### config.mk
export PLATFORM = sky130hd
export DESIGN_NAME = lru_write_back_chunk_cache_unit_flat
export DESIGN_NICKNAME = d
export VERILOG_FILES = /design/src/lwbc_pkg.sv /design/src/lwbc_ifs.sv /design/src/lru_write_back_chunk_cache_unit.sv /design/src/lwbc_ram.sv /design/src/flat_wrapper.sv
export VERILOG_INCLUDE_DIRS = /design/src /design/src/src
export SDC_FILE = /design/constraint.sdc
export NUM_CORES = 2
export LEC_CHECK = 0
export BUFFER_PORTS_ARGS = -buffer_cell sky130_fd_sc_hd__buf_2
export CAP_MARGIN = 25
export CORE_UTILIZATION = 40
export DETAILED_ROUTE_END_ITERATION = 8
export PLACE_DENSITY = 0.55
export REMOVE_ABC_BUFFERS = 1
export SLEW_MARGIN = 20
export SYNTH_ARGS = -nofsm -noshare
export SYNTH_HDL_FRONTEND = slang
export SYNTH_SLANG_ARGS = --single-unit
export TNS_END_PERCENT = 5
### constraint.sdc
create_clock -name clk -period 22.8 [get_ports clk]
set_input_delay 3.42 -clock clk [delete_from_list [all_inputs] [get_ports clk]]
set_output_delay 3.42 -clock clk [all_outputs]
set_load 0.02 [all_outputs]
### src/lru_write_back_chunk_cache_unit_defines.svh
// ----------------------------------------------------------------------------
// lru write-back chunk cache: assertion macros
// concurrent checks clocked on clk and held off while rst_n is low
// ----------------------------------------------------------------------------
`ifndef LRU_WRITE_BACK_CHUNK_CACHE_UNIT_DEFINES_SVH
`define LRU_WRITE_BACK_CHUNK_CACHE_UNIT_DEFINES_SVH

// consequent must hold in the same cycle as the antecedent
`define LWBC_ASSERT_NOW(lbl, ante, cons, msg) \
    lbl: assert property (@(posedge clk) disable iff (!rst_n) (ante) |-> (cons)) \
        else $error(msg);

// consequent must hold in the cycle after the antecedent
`define LWBC_ASSERT_NEXT(lbl, ante, cons, msg) \
    lbl: assert property (@(posedge clk) disable iff (!rst_n) (ante) |=> (cons)) \
        else $error(msg);

`endif

### src/lwbc_pkg.sv
// ----------------------------------------------------------------------------
// lwbc_pkg
// shared widths, request modes and event codes of the chunk cache directory
// ----------------------------------------------------------------------------
package lwbc_pkg;

    localparam int MODE_W   = 2;
    localparam int CHUNK_W  = 32;
    localparam int WORDS_W  = 24;
    localparam int BUDGET_W = 40;
    localparam int EVENT_W  = 3;
    localparam int USED_W   = 32;
    localparam int DCNT_W   = 6;

    localparam logic [BUDGET_W-1:0] MIN_BUDGET = 40'd2147483648;

    localparam logic [MODE_W-1:0] MODE_READ      = 2'd0;
    localparam logic [MODE_W-1:0] MODE_WRITE     = 2'd1;
    localparam logic [MODE_W-1:0] MODE_FLUSH_ONE = 2'd2;
    localparam logic [MODE_W-1:0] MODE_FLUSH_ALL = 2'd3;

    localparam logic [EVENT_W-1:0] EV_HIT         = 3'd0;
    localparam logic [EVENT_W-1:0] EV_MISS_FILL   = 3'd1;
    localparam logic [EVENT_W-1:0] EV_EVICT_CLEAN = 3'd2;
    localparam logic [EVENT_W-1:0] EV_EVICT_WB    = 3'd3;
    localparam logic [EVENT_W-1:0] EV_FLUSH_WB    = 3'd4;
    localparam logic [EVENT_W-1:0] EV_NOTHING     = 3'd5;
    localparam logic [EVENT_W-1:0] EV_FLUSH_DONE  = 3'd6;

    typedef logic [MODE_W-1:0]   mode_t;
    typedef logic [CHUNK_W-1:0]  chunk_t;
    typedef logic [WORDS_W-1:0]  words_t;
    typedef logic [BUDGET_W-1:0] budget_t;
    typedef logic [EVENT_W-1:0]  event_t;
    typedef logic [USED_W-1:0]   used_t;
    typedef logic [DCNT_W-1:0]   dcnt_t;

endpackage

### src/lwbc_ifs.sv
// ----------------------------------------------------------------------------
// lwbc channel interfaces
// valid/ready channels for configuration, requests and results
// ----------------------------------------------------------------------------
interface lwbc_cfg_if;
    logic                 valid;
    logic                 ready;
    lwbc_pkg::budget_t    budget_bytes;
    modport source (output valid, output budget_bytes, input ready);
    modport sink   (input valid, input budget_bytes, output ready);
endinterface

interface lwbc_req_if;
    logic                 valid;
    logic                 ready;
    lwbc_pkg::mode_t      mode;
    lwbc_pkg::chunk_t     chunk_index;
    lwbc_pkg::words_t     chunk_words;
    modport source (output valid, output mode, output chunk_index, output chunk_words,
                    input ready);
    modport sink   (input valid, input mode, input chunk_index, input chunk_words,
                    output ready);
endinterface

interface lwbc_res_if;
    logic                 valid;
    logic                 ready;
    lwbc_pkg::event_t     event_res;
    lwbc_pkg::chunk_t     event_chunk;
    logic                 last;
    lwbc_pkg::used_t      bytes_used;
    lwbc_pkg::dcnt_t      dirty_entries;
    modport source (output valid, output event_res, output event_chunk, output last,
                    output bytes_used, output dirty_entries, input ready);
    modport sink   (input valid, input event_res, input event_chunk, input last,
                    input bytes_used, input dirty_entries, output ready);
endinterface

### src/lru_write_back_chunk_cache_unit.sv
// ----------------------------------------------------------------------------
// lru_write_back_chunk_cache_unit
// fully associative lru write-back chunk cache directory with a byte budget
// ----------------------------------------------------------------------------
// channel  role    payload                                            accepted
// cfg      sink    budget_bytes                                       valid & ready
// req      sink    mode, chunk_index, chunk_words                     valid & ready
// res      source  event_res, event_chunk, last, bytes_used,          valid & ready
//                  dirty_entries
//
// one request at a time; req.ready is high only while the sequencer is idle
// tag lookup walks the slots through one ram read port, a read state and then a
// compare state per slot, and stops at a hit; flush-all walks every slot the same way
// each eviction costs an lru scan plus the ram read, the eviction and a new budget
// check; a fill adds a free-slot scan plus the budget check and the fill
// the single output register stalls the sequencer while res is not taken
// reset clears valid and dirty bits and counters at once; no clearing pass
// ----------------------------------------------------------------------------
`include "lru_write_back_chunk_cache_unit_defines.svh"

module lru_write_back_chunk_cache_unit #(
    parameter int SLOTS      = 32,
    parameter int INDEX_BITS = 32
) (
    input  logic        clk,
    input  logic        rst_n,
    lwbc_cfg_if.sink    cfg,
    lwbc_req_if.sink    req,
    lwbc_res_if.source  res
);

    localparam int IDX_W  = $clog2(SLOTS);
    localparam int REC_W  = IDX_W;
    localparam int CNT_W  = $clog2(SLOTS + 1);
    localparam int TAG_W  = INDEX_BITS;
    localparam int WRD_W  = lwbc_pkg::WORDS_W;
    localparam int RAM_W  = TAG_W + WRD_W;
    localparam int SUM_W  = lwbc_pkg::BUDGET_W + 1;

    localparam logic [IDX_W-1:0] LAST_IDX = IDX_W'(SLOTS - 1);
    localparam logic [CNT_W-1:0] FULL_CNT = CNT_W'(SLOTS);

    // sequencer states
    localparam logic [3:0] S_IDLE    = 4'd0;
    localparam logic [3:0] S_HRD     = 4'd1;
    localparam logic [3:0] S_HEX     = 4'd2;
    localparam logic [3:0] S_RESOLVE = 4'd3;
    localparam logic [3:0] S_CHECK   = 4'd4;
    localparam logic [3:0] S_LSCAN   = 4'd5;
    localparam logic [3:0] S_VRD     = 4'd6;
    localparam logic [3:0] S_VEX     = 4'd7;
    localparam logic [3:0] S_FSCAN   = 4'd8;
    localparam logic [3:0] S_FILL    = 4'd9;
    localparam logic [3:0] S_FARD    = 4'd10;
    localparam logic [3:0] S_FAEX    = 4'd11;
    localparam logic [3:0] S_FADONE  = 4'd12;

    logic [3:0]              state_reg, state_next;
    logic [IDX_W-1:0]        idx_reg, idx_next;
    lwbc_pkg::mode_t         mode_reg, mode_next;
    lwbc_pkg::chunk_t        chunk_reg, chunk_next;
    logic [TAG_W-1:0]        tag_reg, tag_next;
    lwbc_pkg::words_t        words_reg, words_next;
    logic                    hit_reg, hit_next;
    logic [SLOTS-1:0]        valid_reg, valid_next;
    logic [SLOTS-1:0]        dirty_reg, dirty_next;
    logic [REC_W-1:0]        rec_reg [SLOTS];
    logic [REC_W-1:0]        rec_next [SLOTS];
    logic [CNT_W-1:0]        nvalid_reg, nvalid_next;
    logic [CNT_W-1:0]        dcnt_reg, dcnt_next;
    lwbc_pkg::used_t         used_reg, used_next;
    lwbc_pkg::budget_t       budget_reg;

    logic                    res_vld_reg;
    lwbc_pkg::event_t        ev_reg;
    lwbc_pkg::chunk_t        evchunk_reg;
    logic                    last_reg;
    lwbc_pkg::used_t         bytes_reg;
    lwbc_pkg::dcnt_t         dout_reg;

    // emit request from the sequencer
    logic                    emit;
    lwbc_pkg::event_t        emit_ev;
    lwbc_pkg::chunk_t        emit_chunk;
    logic                    emit_last;
    logic                    can_emit;

    // directory ram: tag and word count per slot
    logic                    ram_we;
    logic [RAM_W-1:0]        ram_wdata;
    logic [RAM_W-1:0]        ram_rdata;
    logic [TAG_W-1:0]        rd_tag;
    lwbc_pkg::words_t        rd_words;
    lwbc_pkg::chunk_t        rd_chunk;

    logic [TAG_W+31:0]       req_ext;
    logic [TAG_W+31:0]       tag_ext;
    lwbc_pkg::budget_t       budget_eff;
    logic [SUM_W-1:0]        need_sum;
    logic                    evict_need;
    logic [REC_W-1:0]        lru_rec;
    logic [REC_W-1:0]        cur_rec;

    lwbc_ram #(
        .WIDTH (RAM_W),
        .DEPTH (SLOTS)
    ) u_dir_ram (
        .clk   (clk),
        .we    (ram_we),
        .waddr (idx_reg),
        .wdata (ram_wdata),
        .raddr (idx_reg),
        .rdata (ram_rdata)
    );

    assign rd_tag    = ram_rdata[RAM_W-1:WRD_W];
    assign rd_words  = ram_rdata[WRD_W-1:0];
    assign ram_wdata = {tag_reg, words_reg};

    // tag is the low INDEX_BITS bits of the chunk index, zero-extended back
    assign req_ext  = {{TAG_W{1'b0}}, req.chunk_index};
    assign tag_ext  = {32'd0, rd_tag};
    assign rd_chunk = tag_ext[31:0];

    assign budget_eff = (budget_reg < lwbc_pkg::MIN_BUDGET) ? lwbc_pkg::MIN_BUDGET
                                                            : budget_reg;
    assign need_sum   = SUM_W'(used_reg) + SUM_W'({words_reg, 2'b00});
    assign evict_need = (nvalid_reg != '0)
                        && ((need_sum > SUM_W'(budget_eff)) || (nvalid_reg == FULL_CNT));
    assign lru_rec    = REC_W'(nvalid_reg - CNT_W'(1));
    assign cur_rec    = rec_reg[idx_reg];

    assign can_emit  = !res_vld_reg || res.ready;
    assign req.ready = (state_reg == S_IDLE);
    assign cfg.ready = 1'b1;

    always_comb
    begin
        state_next  = state_reg;
        idx_next    = idx_reg;
        mode_next   = mode_reg;
        chunk_next  = chunk_reg;
        tag_next    = tag_reg;
        words_next  = words_reg;
        hit_next    = hit_reg;
        valid_next  = valid_reg;
        dirty_next  = dirty_reg;
        rec_next    = rec_reg;
        nvalid_next = nvalid_reg;
        dcnt_next   = dcnt_reg;
        used_next   = used_reg;
        ram_we      = 1'b0;
        emit        = 1'b0;
        emit_ev     = lwbc_pkg::EV_HIT;
        emit_chunk  = chunk_reg;
        emit_last   = 1'b1;

        unique case (state_reg)
            S_IDLE:
            begin
                if (req.valid)
                begin
                    mode_next  = req.mode;
                    chunk_next = req.chunk_index;
                    tag_next   = req_ext[TAG_W-1:0];
                    words_next = req.chunk_words;
                    hit_next   = 1'b0;
                    idx_next   = '0;
                    state_next = (req.mode == lwbc_pkg::MODE_FLUSH_ALL) ? S_FARD : S_HRD;
                end
            end
            S_HRD:
            begin
                state_next = S_HEX;
            end
            S_HEX:
            begin
                // idx stays on the hit slot
                if (valid_reg[idx_reg] && (rd_tag == tag_reg))
                begin
                    hit_next   = 1'b1;
                    state_next = S_RESOLVE;
                end
                else if (idx_reg == LAST_IDX)
                begin
                    state_next = S_RESOLVE;
                end
                else
                begin
                    idx_next   = idx_reg + IDX_W'(1);
                    state_next = S_HRD;
                end
            end
            S_RESOLVE:
            begin
                if (mode_reg == lwbc_pkg::MODE_FLUSH_ONE)
                begin
                    if (can_emit)
                    begin
                        emit       = 1'b1;
                        state_next = S_IDLE;
                        if (hit_reg && dirty_reg[idx_reg])
                        begin
                            dirty_next[idx_reg] = 1'b0;
                            dcnt_next           = dcnt_reg - CNT_W'(1);
                            emit_ev             = lwbc_pkg::EV_FLUSH_WB;
                        end
                        else
                        begin
                            emit_ev = lwbc_pkg::EV_NOTHING;
                        end
                    end
                end
                else if (hit_reg)
                begin
                    if (can_emit)
                    begin
                        // touch: younger entries age by one, hit becomes mru
                        for (int i = 0; i < SLOTS; i++)
                        begin
                            if (valid_reg[i] && (rec_reg[i] < cur_rec))
                            begin
                                rec_next[i] = rec_reg[i] + REC_W'(1);
                            end
                        end
                        rec_next[idx_reg] = '0;
                        if ((mode_reg == lwbc_pkg::MODE_WRITE) && !dirty_reg[idx_reg])
                        begin
                            dirty_next[idx_reg] = 1'b1;
                            dcnt_next           = dcnt_reg + CNT_W'(1);
                        end
                        emit       = 1'b1;
                        emit_ev    = lwbc_pkg::EV_HIT;
                        state_next = S_IDLE;
                    end
                end
                else
                begin
                    state_next = S_CHECK;
                end
            end
            S_CHECK:
            begin
                idx_next   = '0;
                state_next = evict_need ? S_LSCAN : S_FSCAN;
            end
            S_LSCAN:
            begin
                // ages are kept dense, so the lru entry holds age nvalid-1
                if (valid_reg[idx_reg] && (cur_rec == lru_rec))
                begin
                    state_next = S_VRD;
                end
                else
                begin
                    idx_next = idx_reg + IDX_W'(1);
                end
            end
            S_VRD:
            begin
                state_next = S_VEX;
            end
            S_VEX:
            begin
                if (can_emit)
                begin
                    used_next           = used_reg - lwbc_pkg::USED_W'({rd_words, 2'b00});
                    valid_next[idx_reg] = 1'b0;
                    nvalid_next         = nvalid_reg - CNT_W'(1);
                    emit                = 1'b1;
                    emit_chunk          = rd_chunk;
                    emit_last           = 1'b0;
                    if (dirty_reg[idx_reg])
                    begin
                        dirty_next[idx_reg] = 1'b0;
                        dcnt_next           = dcnt_reg - CNT_W'(1);
                        emit_ev             = lwbc_pkg::EV_EVICT_WB;
                    end
                    else
                    begin
                        emit_ev = lwbc_pkg::EV_EVICT_CLEAN;
                    end
                    state_next = S_CHECK;
                end
            end
            S_FSCAN:
            begin
                if (!valid_reg[idx_reg])
                begin
                    state_next = S_FILL;
                end
                else
                begin
                    idx_next = idx_reg + IDX_W'(1);
                end
            end
            S_FILL:
            begin
                if (can_emit)
                begin
                    ram_we = 1'b1;
                    for (int i = 0; i < SLOTS; i++)
                    begin
                        if (valid_reg[i])
                        begin
                            rec_next[i] = rec_reg[i] + REC_W'(1);
                        end
                    end
                    rec_next[idx_reg]   = '0;
                    valid_next[idx_reg] = 1'b1;
                    nvalid_next         = nvalid_reg + CNT_W'(1);
                    if (mode_reg == lwbc_pkg::MODE_WRITE)
                    begin
                        dirty_next[idx_reg] = 1'b1;
                        dcnt_next           = dcnt_reg + CNT_W'(1);
                    end
                    used_next  = used_reg + lwbc_pkg::USED_W'({words_reg, 2'b00});
                    emit       = 1'b1;
                    emit_ev    = lwbc_pkg::EV_MISS_FILL;
                    state_next = S_IDLE;
                end
            end
            S_FARD:
            begin
                state_next = S_FAEX;
            end
            S_FAEX:
            begin
                if (valid_reg[idx_reg] && dirty_reg[idx_reg])
                begin
                    if (can_emit)
                    begin
                        dirty_next[idx_reg] = 1'b0;
                        dcnt_next           = dcnt_reg - CNT_W'(1);
                        emit                = 1'b1;
                        emit_ev             = lwbc_pkg::EV_FLUSH_WB;
                        emit_chunk          = rd_chunk;
                        emit_last           = 1'b0;
                        idx_next            = idx_reg + IDX_W'(1);
                        state_next          = (idx_reg == LAST_IDX) ? S_FADONE : S_FARD;
                    end
                end
                else
                begin
                    idx_next   = idx_reg + IDX_W'(1);
                    state_next = (idx_reg == LAST_IDX) ? S_FADONE : S_FARD;
                end
            end
            S_FADONE:
            begin
                if (can_emit)
                begin
                    emit       = 1'b1;
                    emit_ev    = lwbc_pkg::EV_FLUSH_DONE;
                    emit_chunk = '0;
                    state_next = S_IDLE;
                end
            end
            default:
            begin
                state_next = S_IDLE;
            end
        endcase
    end

    always_ff @(posedge clk or negedge rst_n)
    begin
        if (!rst_n)
        begin
            state_reg   <= S_IDLE;
            valid_reg   <= '0;
            dirty_reg   <= '0;
            nvalid_reg  <= '0;
            dcnt_reg    <= '0;
            used_reg    <= '0;
            budget_reg  <= lwbc_pkg::MIN_BUDGET;
            res_vld_reg <= 1'b0;
        end
        else
        begin
            state_reg  <= state_next;
            valid_reg  <= valid_next;
            dirty_reg  <= dirty_next;
            nvalid_reg <= nvalid_next;
            dcnt_reg   <= dcnt_next;
            used_reg   <= used_next;
            if (cfg.valid)
            begin
                budget_reg <= cfg.budget_bytes;
            end
            if (emit)
            begin
                res_vld_reg <= 1'b1;
            end
            else if (res.ready)
            begin
                res_vld_reg <= 1'b0;
            end
        end
    end

    // payload and datapath registers, no reset needed
    always_ff @(posedge clk)
    begin
        idx_reg   <= idx_next;
        mode_reg  <= mode_next;
        chunk_reg <= chunk_next;
        tag_reg   <= tag_next;
        words_reg <= words_next;
        hit_reg   <= hit_next;
        rec_reg   <= rec_next;
        if (emit)
        begin
            ev_reg      <= emit_ev;
            evchunk_reg <= emit_chunk;
            last_reg    <= emit_last;
            bytes_reg   <= used_next;
            dout_reg    <= lwbc_pkg::DCNT_W'(dcnt_next);
        end
    end

    assign res.valid         = res_vld_reg;
    assign res.event_res     = ev_reg;
    assign res.event_chunk   = evchunk_reg;
    assign res.last          = last_reg;
    assign res.bytes_used    = bytes_reg;
    assign res.dirty_entries = dout_reg;

    // checks
    `LWBC_ASSERT_NOW(a_dirty_le_valid, 1'b1, dcnt_reg <= nvalid_reg,
        "dirty count exceeds valid count")
    `LWBC_ASSERT_NOW(a_valid_le_slots, 1'b1, nvalid_reg <= FULL_CNT,
        "valid count exceeds slot count")
    `LWBC_ASSERT_NEXT(a_last_to_idle, emit && emit_last, state_reg == S_IDLE,
        "sequencer not idle after final result")

endmodule

### src/lwbc_ram.sv
// ----------------------------------------------------------------------------
// lwbc_ram
// generic one-write one-read ram with registered read data
// ----------------------------------------------------------------------------
module lwbc_ram #(
    parameter int WIDTH = 8,
    parameter int DEPTH = 32
) (
    input  logic                     clk,
    input  logic                     we,
    input  logic [$clog2(DEPTH)-1:0] waddr,
    input  logic [WIDTH-1:0]         wdata,
    input  logic [$clog2(DEPTH)-1:0] raddr,
    output logic [WIDTH-1:0]         rdata
);

    logic [WIDTH-1:0] mem [DEPTH];
    logic [WIDTH-1:0] rdata_reg;

    always_ff @(posedge clk)
    begin
        if (we)
        begin
            mem[waddr] <= wdata;
        end
        rdata_reg <= mem[raddr];
    end

    assign rdata = rdata_reg;

endmodule
### src/flat_wrapper.sv
// flat-port wrapper written by rule: the top's interface ports become plain ports
module lru_write_back_chunk_cache_unit_flat 
#(
    parameter int SLOTS      = 32,
    parameter int INDEX_BITS = 32
)
  (clk, rst_n, cfg_valid, cfg_budget_bytes, cfg_ready, req_valid, req_mode, req_chunk_index, req_chunk_words, req_ready, res_valid, res_event_res, res_event_chunk, res_last, res_bytes_used, res_dirty_entries, res_ready);
  lwbc_cfg_if cfg_i ();
  lwbc_req_if req_i ();
  lwbc_res_if res_i ();
  input  logic clk;
  input  logic rst_n;
  input wire logic [$bits(cfg_i.valid)-1:0] cfg_valid;
  input wire logic [$bits(cfg_i.budget_bytes)-1:0] cfg_budget_bytes;
  output wire logic [$bits(cfg_i.ready)-1:0] cfg_ready;
  input wire logic [$bits(req_i.valid)-1:0] req_valid;
  input wire logic [$bits(req_i.mode)-1:0] req_mode;
  input wire logic [$bits(req_i.chunk_index)-1:0] req_chunk_index;
  input wire logic [$bits(req_i.chunk_words)-1:0] req_chunk_words;
  output wire logic [$bits(req_i.ready)-1:0] req_ready;
  output wire logic [$bits(res_i.valid)-1:0] res_valid;
  output wire logic [$bits(res_i.event_res)-1:0] res_event_res;
  output wire logic [$bits(res_i.event_chunk)-1:0] res_event_chunk;
  output wire logic [$bits(res_i.last)-1:0] res_last;
  output wire logic [$bits(res_i.bytes_used)-1:0] res_bytes_used;
  output wire logic [$bits(res_i.dirty_entries)-1:0] res_dirty_entries;
  input wire logic [$bits(res_i.ready)-1:0] res_ready;
  assign cfg_i.valid = cfg_valid;
  assign cfg_i.budget_bytes = cfg_budget_bytes;
  assign cfg_ready = cfg_i.ready;
  assign req_i.valid = req_valid;
  assign req_i.mode = req_mode;
  assign req_i.chunk_index = req_chunk_index;
  assign req_i.chunk_words = req_chunk_words;
  assign req_ready = req_i.ready;
  assign res_valid = res_i.valid;
  assign res_event_res = res_i.event_res;
  assign res_event_chunk = res_i.event_chunk;
  assign res_last = res_i.last;
  assign res_bytes_used = res_i.bytes_used;
  assign res_dirty_entries = res_i.dirty_entries;
  assign res_i.ready = res_ready;
  lru_write_back_chunk_cache_unit #(.SLOTS(SLOTS), .INDEX_BITS(INDEX_BITS)) u_core (.clk(clk), .rst_n(rst_n), .cfg(cfg_i), .req(req_i), .res(res_i));
endmodule
# Word level (Yosys, flattened, before mapping)
# Memory sizes are Yosys's and may differ from the RTL's. A register that Yosys moved wholly into a read port is not among the register bits.
# Cells that the tools add are included.
[op_classes]
n_addsub = 40
n_lt_le_gt_ge = 38
n_eq_ne = 40
mux = 361
bitwise = 9
reduce_logical = 61
[op_table]
columns = ["op", "count"]
rows = [
  ["two-way mux 5 bit", 266],
  ["two-way mux 160 bit", 4],
  ["two-way mux 32 bit", 19],
  ["bitwise AND 160 bit", 2],
  ["one-hot mux 160 bit (2 select lines)", 1],
  ["adder 5 x 1 -> 5 bit, second input constant", 33],
  ["less-than comparator 5 bit", 32],
  ["NOT 160 bit", 1],
  ["one-hot mux 32 bit (2 select lines)", 2],
  ["one-hot mux 32 bit (4 select lines)", 1],
  ["one-hot mux 32 bit (3 select lines)", 1],
  ["two-way mux 6 bit", 14],
  ["bitwise AND 32 bit", 2],
  ["OR 32 bit", 2],
  ["two-way mux 4 bit", 12],
  ["one-hot mux 4 bit (12 select lines)", 1],
  ["greater-than comparator 41 x 40 -> 1 bit", 1],
  ["logical AND 1 bit", 40],
  ["less-than comparator 40 x 32 -> 1 bit, second input constant", 1],
  ["two-way mux 40 bit", 1],
  ["adder 32 x 26 -> 33 bit", 1],
  ["adder 32 x 26 -> 32 bit", 1],
  ["equality test 32 bit", 1],
  ["NOT 32 bit", 1],
  ["other kinds (48)", 109],
]
[word_totals]
reg_bits = 451
ramBits = 1792
in_bits = 103
word_cells = 600
mem_count = 1
[memory_table]
columns = ["memory", "words", "width", "read_ports", "rd_ports_with_merged_regs", "wr", "line", "source"]
rows = [
  ["u_core.u_dir_ram.mem", 32, 56, 1, 1, 1, "lwbc_ram.sv:17", "logic [WIDTH-1:0] mem [DEPTH];"],
]

# Logic depth before layout (Yosys ltp)
[logic_depth]
ltp_word = 16
depth_mapped = 22

# By module
# A second synthesis with hierarchy kept.
[unflattened]
cells_unflattened = 6670
area_unflattened_um2 = 99600.5
[by_module_without_submodules]
columns = ["mod", "n_inst", "cells_per_inst", "area_each_um2", "seq_area_each_um2"]
rows = [
  ["lwbc_ram", 1, 3917, 70794.1, 54932.7],
  ["lru_write_back_chunk_cache_unit", 1, 2753, 28806.4, 12668.4],
]

# Least setup slack after synthesis
# No wires, ideal clock.
[synth_timing]
path_type = "input to register"
start = "in res_ready"
end = "reg u_core.rec_reg[0] (netlist bit) (enable)"
arrival_ps = 10663
t_required_ps = 22118
setup_slack_ps = 11456
path_stages = 5
n_path_buf = 3
path_cell_list = "nor2b_1 clkbuf_1 clkbuf_1 clkbuf_1 nor2_1"
[synth_via]
elab_chain_cells = 3
[synth_lines]
columns = ["element", "line", "source"]
rows = [
  ["from (decl)", "flat_wrapper.sv:27", "input wire logic [$bits(res_i.ready)-1:0] res_ready;"],
  ["logical OR 1 bit (*)", "lru_write_back_chunk_cache_unit.sv:133", "assign can_emit = !res_vld_reg || res.ready;"],
  ["inequality test 2 x 1 -> 1 bit (no line)", "-", ""],
  ["AND reduction 5 bit (no line) (*)", "-", ""],
  ["to (signal assigned)", "lru_write_back_chunk_cache_unit.sv:411", "rec_reg <= rec_next;"],
  ["to (decl)", "lru_write_back_chunk_cache_unit.sv:67", "logic [REC_W-1:0] rec_reg [SLOTS];"],
]
# Mark *: on every way between the ends. The rest lies on a longest branch, timed or not.
# A chain may end at the register's enable or synchronous reset.

# Final worst setup path
[layout_timing]
start = "reg u_core.state_reg[1]"
end = "out req_ready"
[layout_via]
elab_chain_cells = 1
[layout_lines]
columns = ["element", "line", "source"]
rows = [
  ["from (decl)", "lru_write_back_chunk_cache_unit.sv:58", "logic [3:0] state_reg, state_next;"],
  ["from (signal assigned)", "lru_write_back_chunk_cache_unit.sv:381", "state_reg <= state_next;"],
  ["logical NOT 4 bit", "lru_write_back_chunk_cache_unit.sv:134", "assign req.ready = (state_reg == S_IDLE);"],
  ["to (decl)", "flat_wrapper.sv:20", "output wire logic [$bits(req_i.ready)-1:0] req_ready;"],
]
# No other way between the ends.

==> metrics.md <==
| Metric | Value |
|---|---|
| RSZ-0062 raised after global routing | false |
| Worst-case clock skew | around 70 ps |
| All-Layer GR Usage | 22.2% |
| Min cycle time layout | between 6000 and 7000 ps |
| RD Place Congestion | ~0.86 |
| PortBufs | 176 |
| Cell taking the most area after synthesis | edfxtp_1 |
| Startpoint Class | flop |
| WL/cell | 29.7 um |
| Total number of vias | between 50,000 and 60,000 |
| Starting Density | approximately two fifths |
| Commonest non-fill, non-tap cells in the layout | edfxtp_1 (2,088), mux4_2 (450), ha_1 (249) |
| Critical Path Fanout Max | 19 |
| Slew of the pin with the lowest slew margin | between 1000 and 1500 ps |
| # fillers | around 20,000 |
| CP max stage delay | 590 ps |
| R2r worst-path depth | 14 |
| Initial antenna violation count | 8 |
| CP Data Required Time | just under 20,000 ps |
| Clk Latency, worst-skew pair | 890 ps |
| CTS clk-pin slew, worst paths | 60 ps |
| Reg-to-reg endpoint | u_core.rec_reg[159] |
| Synth cell types | 87 |
| Vias in the first global route | 52,900 |
| Post-DP Area | 102,000 um2 |
| Seq/Total Area, Yosys | 70.2% |
| Final Cell Area | around 110,000 um2 |
| Antenna viol nets, final | 0 |
| Die extent in x | around 500 um |
| Final hold viol count | 0 |
| Max_cap viols | 0 |
| YS warnings | 0 |
| Synth-to-Final Area Change | 13.9% |
| I/O pin count | 180 |
| Largest net degree at the start of global routing | about 160 |
| PD cells | 130 nW/um2 |
| Hold Startpoint | u_core.dcnt_reg[5] |
| First-pass GRT wire length | approximately 400,000 um |
| GR Overflow Total | 0 |
| Top_reg_cell synth | edfxtp_1 |
| Slowest stage cell, crit path | dfrtp_1 |
| CTS root buf | clkbuf_16 |
| Outcome | complete, no violations |
| Final slew viol count | 0 |
| Leakage power | 36.2 nW |
| Async S/R FF share, synth | under 10% |
| Max reg flops | 1,792 |
| Top post-synthesis cells by area | edfxtp_1 (65%), mux4_2 (11%), dfrtp_1 (3.9%) |
| Die H | approximately 500 um |
| Row Count | between 150 and 200 |
| Cell chain of the critical path | or2_2 > nor3_1 > buf_2 |
| Synth Area per Inst | around 18 um2 |
| Number of CTS-inserted buffers | approximately 240 |
| Post-CTS resize count | 0 |
| CP arrival | about 2700 ps |
| Iteration-0 DRC Markers | slightly below 6,000 |
| Max H-tree Level | 4 |
| Drc violations | 0 |
| Most common cell after layout, fill and taps aside | edfxtp_1 |
| Total negative setup slack | 0 ps |
| Dpl hpwl | between 150,000 and 200,000 um |
| Crit Path Category | reg2out |
| Worst r2r src | u_core.idx_reg[0] |
| R2r setup slk | about 17,000 ps |
| Hold endpoint | u_core.dcnt_reg[5] |
| CTS tree | done |
| Final Non-Filler Cells | roughly 9,000 |
| Layout Nets | 6,083 |
| Top cell type's share of synthesized area | between 60% and 70% |
| Bufs on Longest Clock Path | 3 |
| Max VDD drop | about 0.097 mV |
| Post-synth EDFFs | 2,088 |
| Slew Limit Headroom | between 20% and 30% |
| Hold WC Path Type | reg2reg |
| Die ar. | roughly 240,000 um2 |
| Clock sinks | around 2,300 |
| Via-to-Cell Ratio | a little under 6 |
| DR pass1 iterations | 5 |
| Final setup fails | 0 |
| Worst hold stages | 1 |
| Hold_ws | 472 ps |
| Pwr Total | 14.2 mW |
| Core ar. | roughly 240,000 um2 |
| Yosys reg bits | between 2,000 and 2,500 |
| Setup Fix Bufs, Post-CTS | 0 |
| Fmax | roughly 160 MHz |
| Cell count after synthesis | between 5,000 and 6,000 |
| Total wire length | around 270,000 um |
| CP Capture Type | output port |
| Post-synth design cell area | around 96,000 um2 |
| Share of layout cells above drive strength 1 | between 20% and 30% |
| Crit share post-route | a little over a quarter |
| Hold-fix buffers, CTS | 0 |
| Placed Cells | approximately 8,700 |
==> worst max-delay path by stage <==
stage / start / endpoint / slack (ps)
2_1_floorplan: u_core.idx_reg[0] / u_core.u_dir_ram.mem[31][0] / -2200
3_3_place_gp: res_ready / u_core.u_dir_ram.mem[24][20] / 15890
3_5_place_dp: res_ready / u_core.u_dir_ram.mem[24][20] / 15860
4_1_cts: u_core.state_reg[1] / req_ready / 16650
5_1_grt: u_core.state_reg[1] / req_ready / 16540
6_report: u_core.state_reg[1] / req_ready / 16680
==> kinds of logic after synthesis <==
kind of cell | count (synthesis) | share of synthesized area, %
compound gates | 874 | 6.16
xor+xnor | 229 | 2.08
fa+ha+maj | 251 | 3.28
buf+inv | 340 | 1.51
flops | 2295 | 70.2
mux | 644 | 12.6
other cells | 2 | 0.00780
simple gates | 809 | 4.13
==> layer usage <==
layer | part of all wire, % | track usage, % | routed length, um
met5 | 0.0085 | 0 | 23
met4 | 1.8 | 4.64 | 4970
met3 | 6.5 | 3.12 | 17500
met2 | 47 | 34.7 | 126000
met1 | 45 | 33.0 | 122000
==> worst max-delay path, delay by kind of cell, from the launching register on <==
kind | cells | cell delay, ps
simple gates | 2 | 980
buf+inv | 1 | 290
flops | 1 | 590
==> cell type report <==
class / instances / area, um2 / share of cell area [%]
Sequential cell: 2295 / 67600 / 61.7
Timing Repair Buffer: 339 / 2360 / 2.16
Clock buffer: 326 / 6590 / 6.01
Clock inverter: 116 / 1310 / 1.19
Multi-Input combinational cell: 2810 / 27600 / 25.2
Tap cell: 3167 / 3960 / 3.61
Inverter: 45 / 169 / 0.154
Antenna cell: 7 / 17.5 / 0.0160
==> stage by stage <==
| stage | util, % | worst slack, ps |
|---|---|---|
| 6_report | 46.0 | 16680 |
| 5_1_grt | 46.0 | 16540 |
| 4_1_cts | 45.9 | 16650 |
| 3_5_place_dp | 42.6 | 15860 |
| 2_1_floorplan | - | -2200 |
| 3_3_place_gp | 42.5 | 15890 |
==> synth_stat cells (all sizes together) (7+ instances only) <==
| library cell | number |
|---|---|
| o31ai | 7 |
| nor4 | 9 |
| o22ai | 58 |
| dfxtp | 56 |
| o2111ai | 32 |
| nand3 | 30 |
| buf | 90 |
| a22o | 53 |
| nand2 | 162 |
| ha | 249 |
| o211ai | 8 |
| xor2 | 121 |
| nor2b | 13 |
| nand4 | 143 |
| inv | 45 |
| nor3 | 56 |
| a22oi | 244 |
| a21o | 31 |
| mux2 | 52 |
| and2 | 40 |
| o21a | 45 |
| edfxtp | 2088 |
| mux4 | 450 |
| or3 | 9 |
| dfrtp | 150 |
| or4 | 9 |
| o21bai | 12 |
| o21ai | 188 |
| a211oi | 11 |
| mux2i | 142 |
| a21oi | 127 |
| a41oi | 7 |
| nand2b | 16 |
| clkbuf | 205 |
| a221o | 7 |
| and3 | 9 |
| a31oi | 10 |
| nor2 | 283 |
| xnor2 | 108 |
==> report_power, final <==
group	switching [mW]	internal, mW
clock network	1.67	2.24
registers	0.276	5.05
logic	3.07	1.92
total	5.02	9.21
(Power assumes the default switching activity.)
